===== src/hdl/decimated_angle_velocity_observer_core_macros.svh =====
// ----------------------------------------------------------------------------
// Assertion macros
// Shared concurrent assertion forms, clocked on clk, disabled in reset.
// ----------------------------------------------------------------------------
`ifndef DECIMATED_ANGLE_VELOCITY_OBSERVER_CORE_MACROS_SVH
`define DECIMATED_ANGLE_VELOCITY_OBSERVER_CORE_MACROS_SVH

// same-cycle implication
`define DAVO_ASSERT_NOW(label, ante, cons, msg) \
    label: assert property (@(posedge clk) disable iff (!rst_n) (ante) |-> (cons)) \
        else $error(msg);

// next-cycle implication
`define DAVO_ASSERT_NEXT(label, ante, cons, msg) \
    label: assert property (@(posedge clk) disable iff (!rst_n) (ante) |=> (cons)) \
        else $error(msg);

`endif


===== src/hdl/davo_pkg.sv =====
// ----------------------------------------------------------------------------
// davo_pkg
// Types and constants of the decimated angle velocity observer.
// ----------------------------------------------------------------------------
package davo_pkg;

    localparam int ANGLE_W    = 32;
    localparam int LEVEL_W    = 7;
    localparam int RATIO_W    = 7;
    localparam int RATE_W     = 20;
    localparam int DCNT_W     = 6;
    localparam int CFG_IDX_W  = 2;
    localparam int CFG_DATA_W = 20;
    localparam int DIFF_W     = ANGLE_W + 1;
    localparam int PROD_W     = 52;
    localparam int DIV_BITS   = 4;
    localparam int DIV_CYCLES = ANGLE_W / DIV_BITS;
    localparam int DIVCNT_W   = $clog2(DIV_CYCLES);
    localparam int LEVEL_MAX  = 126;

    localparam logic [RATIO_W-1:0] RATIO_MAX   = 7'd64;
    localparam logic [RATIO_W-1:0] RATIO_RESET = 7'd1;
    localparam logic [RATE_W-1:0]  RATE_RESET  = 20'd10000;

    localparam logic [CFG_IDX_W-1:0] REG_VELOCITY_LEVEL  = 2'd0;
    localparam logic [CFG_IDX_W-1:0] REG_OVERSAMPLE      = 2'd1;
    localparam logic [CFG_IDX_W-1:0] REG_SAMPLE_RATE     = 2'd2;

    localparam logic [ANGLE_W-1:0] VEL_MAX = 32'h7FFF_FFFF;
    localparam logic [ANGLE_W-1:0] VEL_MIN = 32'h8000_0000;

    typedef enum logic [2:0] {
        ST_IDLE,
        ST_DIFF,
        ST_MUL,
        ST_DINIT,
        ST_DIV,
        ST_DONE
    } state_t;

    typedef struct packed {
        logic load;
        logic diff;
        logic mul;
        logic div_init;
        logic div_step;
        logic out_load;
    } cmd_t;

    typedef struct packed {
        logic keep;
        logic div_last;
        logic out_full;
    } status_t;

endpackage


===== src/hdl/davo_ctrl.sv =====
// ----------------------------------------------------------------------------
// davo_ctrl
// Sequencer: accept, history read, difference, multiply, divide, output.
// ----------------------------------------------------------------------------
`include "decimated_angle_velocity_observer_core_macros.svh"

module davo_ctrl (
    input  logic             clk,
    input  logic             rst_n,
    input  logic             s_tvalid,
    output logic             s_tready,
    input  davo_pkg::status_t status,
    output davo_pkg::cmd_t    cmd
);
    import davo_pkg::*;

    state_t state_reg;
    state_t state_next;

    always_ff @(posedge clk or negedge rst_n)
    begin
        if (!rst_n)
        begin
            state_reg <= ST_IDLE;
        end
        else
        begin
            state_reg <= state_next;
        end
    end

    always_comb
    begin
        state_next = state_reg;
        unique case (state_reg)
            ST_IDLE:
            begin
                if (s_tvalid && status.keep)
                begin
                    state_next = ST_DIFF;
                end
            end
            ST_DIFF:  state_next = ST_MUL;
            ST_MUL:   state_next = ST_DINIT;
            ST_DINIT: state_next = ST_DIV;
            ST_DIV:
            begin
                if (status.div_last)
                begin
                    state_next = ST_DONE;
                end
            end
            ST_DONE:
            begin
                if (!status.out_full)
                begin
                    state_next = ST_IDLE;
                end
            end
            default:  state_next = ST_IDLE;
        endcase
    end

    always_comb
    begin
        cmd      = '0;
        s_tready = 1'b0;
        unique case (state_reg)
            ST_IDLE:
            begin
                s_tready = 1'b1;
                cmd.load = s_tvalid;
            end
            ST_DIFF:  cmd.diff     = 1'b1;
            ST_MUL:   cmd.mul      = 1'b1;
            ST_DINIT: cmd.div_init = 1'b1;
            ST_DIV:   cmd.div_step = 1'b1;
            ST_DONE:  cmd.out_load = !status.out_full;
            default:  cmd          = '0;
        endcase
    end

    `DAVO_ASSERT_NEXT(a_div_to_done, (state_reg == ST_DIV) && status.div_last, state_reg == ST_DONE, "divide did not finish")
    `DAVO_ASSERT_NEXT(a_drop_stays_idle, s_tvalid && s_tready && !status.keep, state_reg == ST_IDLE, "dropped sample started work")
    `DAVO_ASSERT_NOW(a_load_only_idle, cmd.load, s_tready, "load outside accept")

endmodule


===== config.mk =====
export PLATFORM = sky130hd
export DESIGN_NAME = davo_ctrl
export DESIGN_NICKNAME = d
export VERILOG_FILES = /design/src/hdl/davo_pkg.sv /design/src/hdl/davo_ctrl.sv
export VERILOG_INCLUDE_DIRS = /design/src /design/src/hdl
export SDC_FILE = /design/constraint.sdc
export NUM_CORES = 1
export LEC_CHECK = 0
export BUFFER_PORTS_ARGS = -buffer_cell sky130_fd_sc_hd__buf_2
export CAP_MARGIN = 30
export CORE_AREA = 5 5 42 44
export DETAILED_ROUTE_END_ITERATION = 16
export DIE_AREA = 0 0 47 49
export GPL_TIMING_DRIVEN = 0
export PLACE_DENSITY = 0.41
export SETUP_SLACK_MARGIN = 0.4
export SYNTH_ARGS = -nofsm -noshare
export SYNTH_HDL_FRONTEND = slang
export SYNTH_SLANG_ARGS = --single-unit

===== constraint.sdc =====
create_clock -name clk -period 1.15 [get_ports clk]
set_input_delay 0.0575 -clock clk [delete_from_list [all_inputs] [get_ports clk]]
set_output_delay 0.0575 -clock clk [all_outputs]
set_load 0.02 [all_outputs]

Word-level counts from Yosys, hierarchy flattened
Index checks and enable logic that the tools add are counted.
{"block": "op_classes", "n_eq_ne": 8, "mux": 11, "reduce_logical": 4}
{"operator": "one-hot mux 3 bit (6 select lines)", "n": 1}
{"operator": "two-way mux 3 bit", "n": 3}
{"operator": "two-way mux 1 bit", "n": 7}
{"operator": "== test 3 x 2 -> 1 bit, second input constant", "n": 2}
{"operator": "== test 3 bit, second input constant", "n": 2}
{"operator": "inequality test 2 bit, second input constant", "n": 3}
{"operator": "== test 3 x 1 -> 1 bit, second input constant", "n": 1}
{"operator": "zero test 3 bit", "n": 1}
{"operator": "AND reduction 3 bit", "n": 1}
{"operator": "logical AND 1 bit", "n": 1}
{"operator": "zero test 1 bit", "n": 1}
{"block": "totals", "reg_bits": 3, "in_bits": 6, "out_inout_bits": 7, "wordCells": 24}

Logic depth before layout (Yosys ltp)
Gate-level depths: netlist of run 1.
{"block": "logic_depth", "depth_word": 3, "depth_mapped": 3, "mapped_depth_nobuf": 2}

Worst setup path before layout of run 1
No wires, ideal clock.
{"block": "synth_timing", "path_type": "register -> output", "startpoint": "reg state_reg[0]", "endpoint": "out cmd[5] (netlist bit)", "arrival_time_ps": 1334, "setup_slack_ps": -242, "stages_incl_launch_ff": 4, "n_path_buf": 1, "cell_sequence": "dfrtp_1 -> buf_6 -> nor3_1 -> and2_1"}
{"item": "start, declared", "line_no": "davo_ctrl.sv:17", "rtl": "state_t state_reg;"}
{"item": "start signal, assigned", "line_no": "davo_ctrl.sv:28", "rtl": "state_reg <= state_next;"}
{"item": "end, declared", "line_no": "davo_ctrl.sv:13", "rtl": "output davo_pkg::cmd_t cmd"}

==> out/metrics.csv, run 1 <==
stage;metric;value;unit
global_route;number of antenna violations at the first check in global routing;0;
cts;Num Clock Sinks;3;
layout;fraction of the core area covered by cells at the end of the flow;30.3;%
layout;Inserted Diodes;0;
cts;insertion delay to the later sink of the worst-skew pair;0.23;ns
critical_path;critical path's most frequent cell;sky130_fd_sc_hd__buf_6;
routing;post-detailed-route wirelength per cell;11.3;um
routing;post-route DRC violation count;0;
sta;period utilization;105;%
die;starting utilization of the core area;12.9;%
placed_design;placed standard-cell area;299;um2
critical_path;biggest fanout along the worst timing path;7;
critical_path;family with the most delay on the worst path;flip-flops;
critical_path;setup slack, reg-to-reg;0.14;ns
placed_design;DP Worst Slack;0.125;ns
layout;summed area of non-filler cells in the final layout;424;um2
power;total power divided by cell area;2980;mW/mm2
power;peak supply drop;892;uV
sta;setup repair after global routing missed its margin;yes;
sta;number of setup violations in the final report;4;
sta;clock skew after layout;0.00227;ns
critical_path;delay of the slowest cell on the worst path;0.36;ns
yosys;Top FF cell, synth;sky130_fd_sc_hd__dfrtp_1;
yosys;cell type with the largest total area after synthesis;sky130_fd_sc_hd__dfrtp_1;
global_route;via count of the first global-routing pass;248;
yosys;Yosys warning total;0;
sta;Worst Hold Slack;0.128;ns
routing;violation count after the first detailed-route iteration;3;
yosys;adder-cell share of the synthesized area;0;%
cts;clock-pin slew reported for the worst setup and hold paths after clock tree synthesis;0.04;ns
sta;final setup margin;-0.0597;ns
yosys;synthesized area divided by synthesized cell count;10.1;um2
yosys;post-synthesis cell type count;14;
status;violations in the final reports;setup timing;
yosys;dominant combinational cell family by area after synthesis;simple AND/OR/NAND/NOR gates;
critical_path;depth of the worst register-to-register path;3;
yosys;share of the synthesized netlist area taken by xor and xnor gates;0;%
layout;share of final-layout standard cells stronger than drive strength 1;78.9;%
yosys;flop and latch count out of synthesis;3;
yosys;Post-Synth Simple-Gate Area;35.2;%
cts;master cell of the clock root buffer;sky130_fd_sc_hd__clkbuf_4;
die;I/O pin cnt;13;
yosys;post-synthesis compound-gate area fraction;11.7;%
layout;filler cell count;164;
layout;most frequent cells in the layout;sky130_fd_sc_hd__buf_6 (7), sky130_fd_sc_hd__buf_2 (5), sky130_fd_sc_hd__buf_4 (4), sky130_fd_sc_hd__clkbuf_4 (3);
critical_path;critical path arrival;1.15;ns
sta;post-route minimum period;1.21;ns
die;Die Span X;47;um
routing;per-cell via count in the routed design;4.17;
sta;Final Hold Viols;0;
yosys;commonest cells in the netlist;sky130_fd_sc_hd__dfrtp_1 (3), sky130_fd_sc_hd__nor2b_1 (2), sky130_fd_sc_hd__nor3b_1 (2);
critical_path;endpoint of the most critical register-to-register path;state_reg[0];
sta;Slew headroom;84.7;%
critical_path;crit path max-delay cell type;sky130_fd_sc_hd__dfrtp_1;
cts;CTS tree;done;
yosys;Post-Syn Nets;24;
layout;nets@finish;45;
critical_path;crit path kind;flop to output port;
cts;CTS H-tree depth;1;
die;die area;0.00230;mm2
layout;most frequent standard cell in the layout excluding fill and tap cells;sky130_fd_sc_hd__buf_6;
yosys;top cells by area, synth;sky130_fd_sc_hd__dfrtp_1 (41%), sky130_fd_sc_hd__nor3b_1 (8.3%), sky130_fd_sc_hd__nor2b_1 (6.9%);
critical_path;required arrival time at the worst endpoint;1.09;ns
power;static leakage;0.191;nW
yosys;part of the Yosys area used for sequential elements;41.4;%
global_route;GRT overflow;0;
critical_path;critical path cell sequence;buf_6, nor3_4, and2_4, buf_6;
yosys;EDFF count, synth;0;
critical_path;crit end category;output port;
routing;overall via count from detail_route;225;
hold_path;path type of the worst min-delay path;input port to flop;
sta;count of final max-slew check failures;0;
routing;Final ANT Viol Nets;0;
placed_design;routability cong.;0.705;
layout;Largest register FFs;3;
critical_path;Startpoint Class;flop;
power;Tot Pwr;0.00127;W
status;outcome;finished, violations left;
yosys;share of the synthesized area in the top cell type;41.4;%
layout;area delta synth->final;134;%
die;vertical extent of the die;49;um
critical_path;critical path launch point;state_reg[0];
global_route;first-pass GRT wire length;1100;um
critical_path;crit path to;cmd[5];
cts;deepest clock path buffer count;2;
die;Std-Cell Rows;14;
routing;DRT Pass-1 Iters;2;
yosys;synthesized area;181;um2
global_route;combined global-route utilization of all metal layers;7.00;%
sta;FMAX;0.827;GHz
die;Core Area;0.00140;mm2
critical_path;reg-to-reg startpoint;state_reg[0];
cts;TritonCTS Buffers;3;
yosys;gate count of the mapped netlist;18;
routing;aggregate routed wire length;609;um
yosys;fraction of registers with async set or reset after synthesis;100;%
global_route;maximum number of pins on one net before global-route repair;8;
placed_design;IO Port Bufs;12;
yosys;most frequent cell after synthesis;sky130_fd_sc_hd__dfrtp_1;
yosys;portion of netlist area occupied by mux cells;5.52;%
critical_path;logic depth of the worst setup path including buffers;4;
critical_path;crit path buf inv count;2;
flow_run;maximum capacitance violations;0;
sta;slew of the pin with the lowest slew margin;0.228;ns
-- power by group --
group          switching [W]  internal, W
logic               0.000356     0.000463
registers          0.0000952     0.000164
clock network      0.0000560     0.000130
total               0.000508     0.000758
-- tightest hold or removal path: cells and delay by family --
kind	cells	cell delay (ns)
AO/OA/AOI/OAI	1	0.11
buffers and inverters	1	0.11
AND/OR/NAND/NOR	1	0.04
-- layout make-up --
type	instances	area (um2)	area share, %
clock buffer	4	26.3	6.19
timing repair buffer	16	133	31.3
buffer	1	11.3	2.65
sequential	3	77.6	18.3
tap	16	20.0	4.72
multi-input combinational	14	156	36.9
-- logic make-up (layout without fill, tap and decap cells) --
| kind of cell | count (synthesis) | count (layout) |
|---|---|---|
| buffers and inverters | 1 | 21 |
| and+or+nand+nor | 10 | 10 |
| AOI/OAI and AO/OA | 3 | 3 |
| DFF | 3 | 3 |
| muxes | 1 | 1 |
-- worst min-delay path by stage --
| stage | from | endpoint | slack, ns | depth (start not counted) |
|---|---|---|---|---|
| 2_1_floorplan | rst_n | state_reg[0] | -0.24 | 0 |
| 3_3_place_gp | rst_n | state_reg[1] | -0.15 | 1 |
| 3_5_place_dp | rst_n | state_reg[1] | -0.15 | 1 |
| 4_1_cts | status[0] | state_reg[2] | 0.12 | 3 |
| 5_1_grt | status[0] | state_reg[2] | 0.15 | 3 |
| 6_report | status[0] | state_reg[2] | 0.13 | 3 |
-- repair_timing --
item | 4_1_cts | 5_1_grt
pin swaps | 1 | 2
buffers inserted | 3 | 0
hold buffers | 1 | 0
resized for setup | 16 | 4
endpoints found under the hold margin | 3 | 0
endpoints found under the setup margin | 10 | 10
-- through the flow --
step,cells,setup TNS [ns]
final,54,-0.108
after CTS,54,-0.168
after floorplan,18,0
after global routing,54,-0.389
after global placement,46,0
after detailed placement,46,0
-- layer usage --
layer,wire (um),part of all wire (%),GRT usage (%)
met5,0,0,0
met3,76,12,4.43
met2,289,47,9.05
met1,224,37,7.11
met4,19,3.1,6.91
Power figures use the tool's default switching activity.
==> run 2, diff against run 1 <==
==> constraint.sdc (replaced) <==
create_clock -name clk -period 1.13 [get_ports clk]
set_input_delay 0.0565 -clock clk [delete_from_list [all_inputs] [get_ports clk]]
set_output_delay 0.0565 -clock clk [all_outputs]
set_load 0.02 [all_outputs]
==> run 2 against run 1 <==
  * The flow still finishes with violations (setup timing)
  * Core utilization up 1.2 points
  * Clock skew is 0.0022 ns lower
  * First-iteration DRC count is 100% higher
  * Critical path depth is 1 lower
  * Setup slack lost 0.033 ns
  * Clock power is 9% higher
  * Clock-buffer cell count stayed put
  * Via count decreased by 7.1%
  * Power is 7.8% higher
  * Final cell count rose by 1.9%
  * Critical path type unchanged
  * Largest cell class unchanged
  * Largest power group unchanged
==> out/metrics.csv, run 2 (synthesis gave the netlist of run 1 again) <==
stage;metric;value;unit;change
status;outcome;finished, violations left;;
status;violations in the final reports;setup timing;;
layout;nets@finish;46;;+2.2%
global_route;combined global-route utilization of all metal layers;5.72;%;-1.3 points
critical_path;required arrival time at the worst endpoint;1.07;ns;-0.02 ns
die;Die Span X;47;um;unchanged
critical_path;crit end category;output port;;
layout;most frequent standard cell in the layout excluding fill and tap cells;sky130_fd_sc_hd__buf_6;;
layout;Largest register FFs;3;;unchanged
critical_path;endpoint of the most critical register-to-register path;state_reg[0];;
layout;Inserted Diodes;0;;unchanged
critical_path;biggest fanout along the worst timing path;6;;-1
sta;period utilization;108;%;
cts;deepest clock path buffer count;2;;unchanged
die;I/O pin cnt;13;;unchanged
sta;count of final max-slew check failures;0;;unchanged
cts;insertion delay to the later sink of the worst-skew pair;0.24;ns;about the same
critical_path;depth of the worst register-to-register path;4;;+1
power;static leakage;0.195;nW;+1.9%
layout;summed area of non-filler cells in the final layout;440;um2;+3.8%
critical_path;setup slack, reg-to-reg;0.10;ns;-0.04 ns
layout;Final Instance Count excl. Fillers;55;;+1.9%
sta;final setup margin;-0.0924;ns;-0.0328 ns
layout;area delta synth->final;143;%;
flow_run;maximum capacitance violations;0;;unchanged
routing;violation count after the first detailed-route iteration;6;;+3
cts;master cell of the clock root buffer;sky130_fd_sc_hd__clkbuf_4;;
global_route;GRT overflow;0;;unchanged
global_route;number of antenna violations at the first check in global routing;0;;unchanged
critical_path;reg-to-reg startpoint;state_reg[0];;
cts;TritonCTS Buffers;3;;unchanged
die;die area;0.00230;mm2;unchanged
die;vertical extent of the die;49;um;unchanged
sta;setup repair after global routing missed its margin;yes;;
placed_design;Post-Place Cells;46;;unchanged
placed_design;routability cong.;0.704;;-0.21%
routing;aggregate routed wire length;624;um;+2.5%
routing;post-route DRC violation count;0;;unchanged
placed_design;IO Port Bufs;12;;unchanged
cts;clock-pin slew reported for the worst setup and hold paths after clock tree synthesis;0.04;ns;about the same
critical_path;critical path launch point;state_reg[1];;
cts;CTS tree;done;;
sta;clock skew after layout;0.0000424;ns;-0.00223 ns
power;peak supply drop;1000;uV;+12%
routing;per-cell via count in the routed design;3.80;;-8.8%
die;Core Area;0.00140;mm2;unchanged
sta;post-route minimum period;1.22;ns;
global_route;maximum number of pins on one net before global-route repair;8;;unchanged
placed_design;DP Worst Slack;0.0850;ns;-0.0397 ns
routing;overall via count from detail_route;209;;-7.1%
die;Std-Cell Rows;14;;unchanged
layout;most frequent cells in the layout;sky130_fd_sc_hd__buf_6 (8), sky130_fd_sc_hd__buf_2 (6), sky130_fd_sc_hd__clkbuf_4 (3), sky130_fd_sc_hd__buf_4 (3);;
sta;number of setup violations in the final report;7;;+3
sta;slew of the pin with the lowest slew margin;0.228;ns;-0.000139 ns
routing;DRT Pass-1 Iters;2;;unchanged
power;total power divided by cell area;3100;mW/mm2;+3.8%
critical_path;crit path kind;flop to output port;;
cts;CTS H-tree depth;1;;unchanged
critical_path;critical path arrival;1.17;ns;+0.02 ns
global_route;first-pass GRT wire length;883;um;-20%
sta;Post-Route Setup TNS;-0.289;ns;-0.181 ns
routing;post-detailed-route wirelength per cell;11.3;um;+0.60%
sta;Slew headroom;84.8;%;about the same
placed_design;half-perimeter wire length after placement;407;um;
cts;Num Clock Sinks;3;;unchanged
critical_path;Startpoint Class;flop;;
critical_path;crit path to;cmd[5];;
routing;Final ANT Viol Nets;0;;unchanged
sta;Final Hold Viols;0;;unchanged
placed_design;placed standard-cell area;312;um2;+4.2%
die;starting utilization of the core area;12.9;%;unchanged
layout;fraction of the core area covered by cells at the end of the flow;31.4;%;+1.2 points
hold_path;path type of the worst min-delay path;input port to flop;;
layout;share of final-layout standard cells stronger than drive strength 1;84.6;%;+5.7 points
layout;filler cell count;152;;-7.3%
sta;FMAX;0.818;GHz;
global_route;via count of the first global-routing pass;224;;-9.7%
[run 2: changes by cell type in the layout (fill, tap and decap cells not counted), sizes merged]
| cell | before | now |
|---|---|---|
| buf | 16 | 17 |
[run 2: how the worst min path moves through the flow]
stage                     depth (start not counted)      endpoint       from  slack (ns)
after global placement                            1  state_reg[0]      rst_n       -0.15
after global routing                              3  state_reg[2]  status[0]        0.13
after CTS                                         3  state_reg[0]  status[1]        0.09
after floorplan                                   0  state_reg[0]      rst_n       -0.24
final                                             3  state_reg[0]  status[1]        0.11
after detailed placement                          1  state_reg[0]      rst_n       -0.14
[run 2: repair_timing]
item / 4_1_cts / 5_1_grt
buffers inserted: 3 / 1
setup endpoints to repair: 10 / 10
pin swaps: 4 / 1
hold buffers: 1 / 0
hold endpoints to repair: 3 / 0
resized for setup: 16 / 2
[run 2: worst max-delay path, cell delays in order, from the launching register on]
cell and delay [ns]:
sky130_fd_sc_hd__dfrtp_2 0.46, sky130_fd_sc_hd__nor3_4 0.20, sky130_fd_sc_hd__and2_4 0.16, sky130_fd_sc_hd__buf_6 0.10
[run 2: metrics by stage]
stage	power, W	hold WS [ns]
after floorplan	0.000732	-0.239
after global placement	0.000880	-0.147
after detailed placement	0.000884	-0.145
after CTS	0.00133	0.0908
after global routing	0.00144	0.127
final	0.00136	0.111
[run 2: cell type report]
type	count	area (um2)	area share, %
buffer	1	11.3	2.56
clock buffer	4	26.3	5.97
multi-input combinational	14	164	37.2
sequential	3	77.6	17.6
tap	16	20.0	4.55
timing repair buffer	17	141	32.1
[run 2: per-layer routing]
metal / up-vias / track usage [%] / wire [um]
li1: 105 / - / -
met1: 89 / 6.65 / 295
met2: 12 / 6.79 / 259
met3: 3 / 3.32 / 55
met4: 0 / 5.53 / 14
met5: - / 0 / 0
[run 2: where the power goes]
part	switching [W]	internal (W)	leakage, nW
Combinational	0.000376	0.000507	0.144
Clock	0.0000684	0.000133	0.0150
Sequential	0.000113	0.000167	0.0356
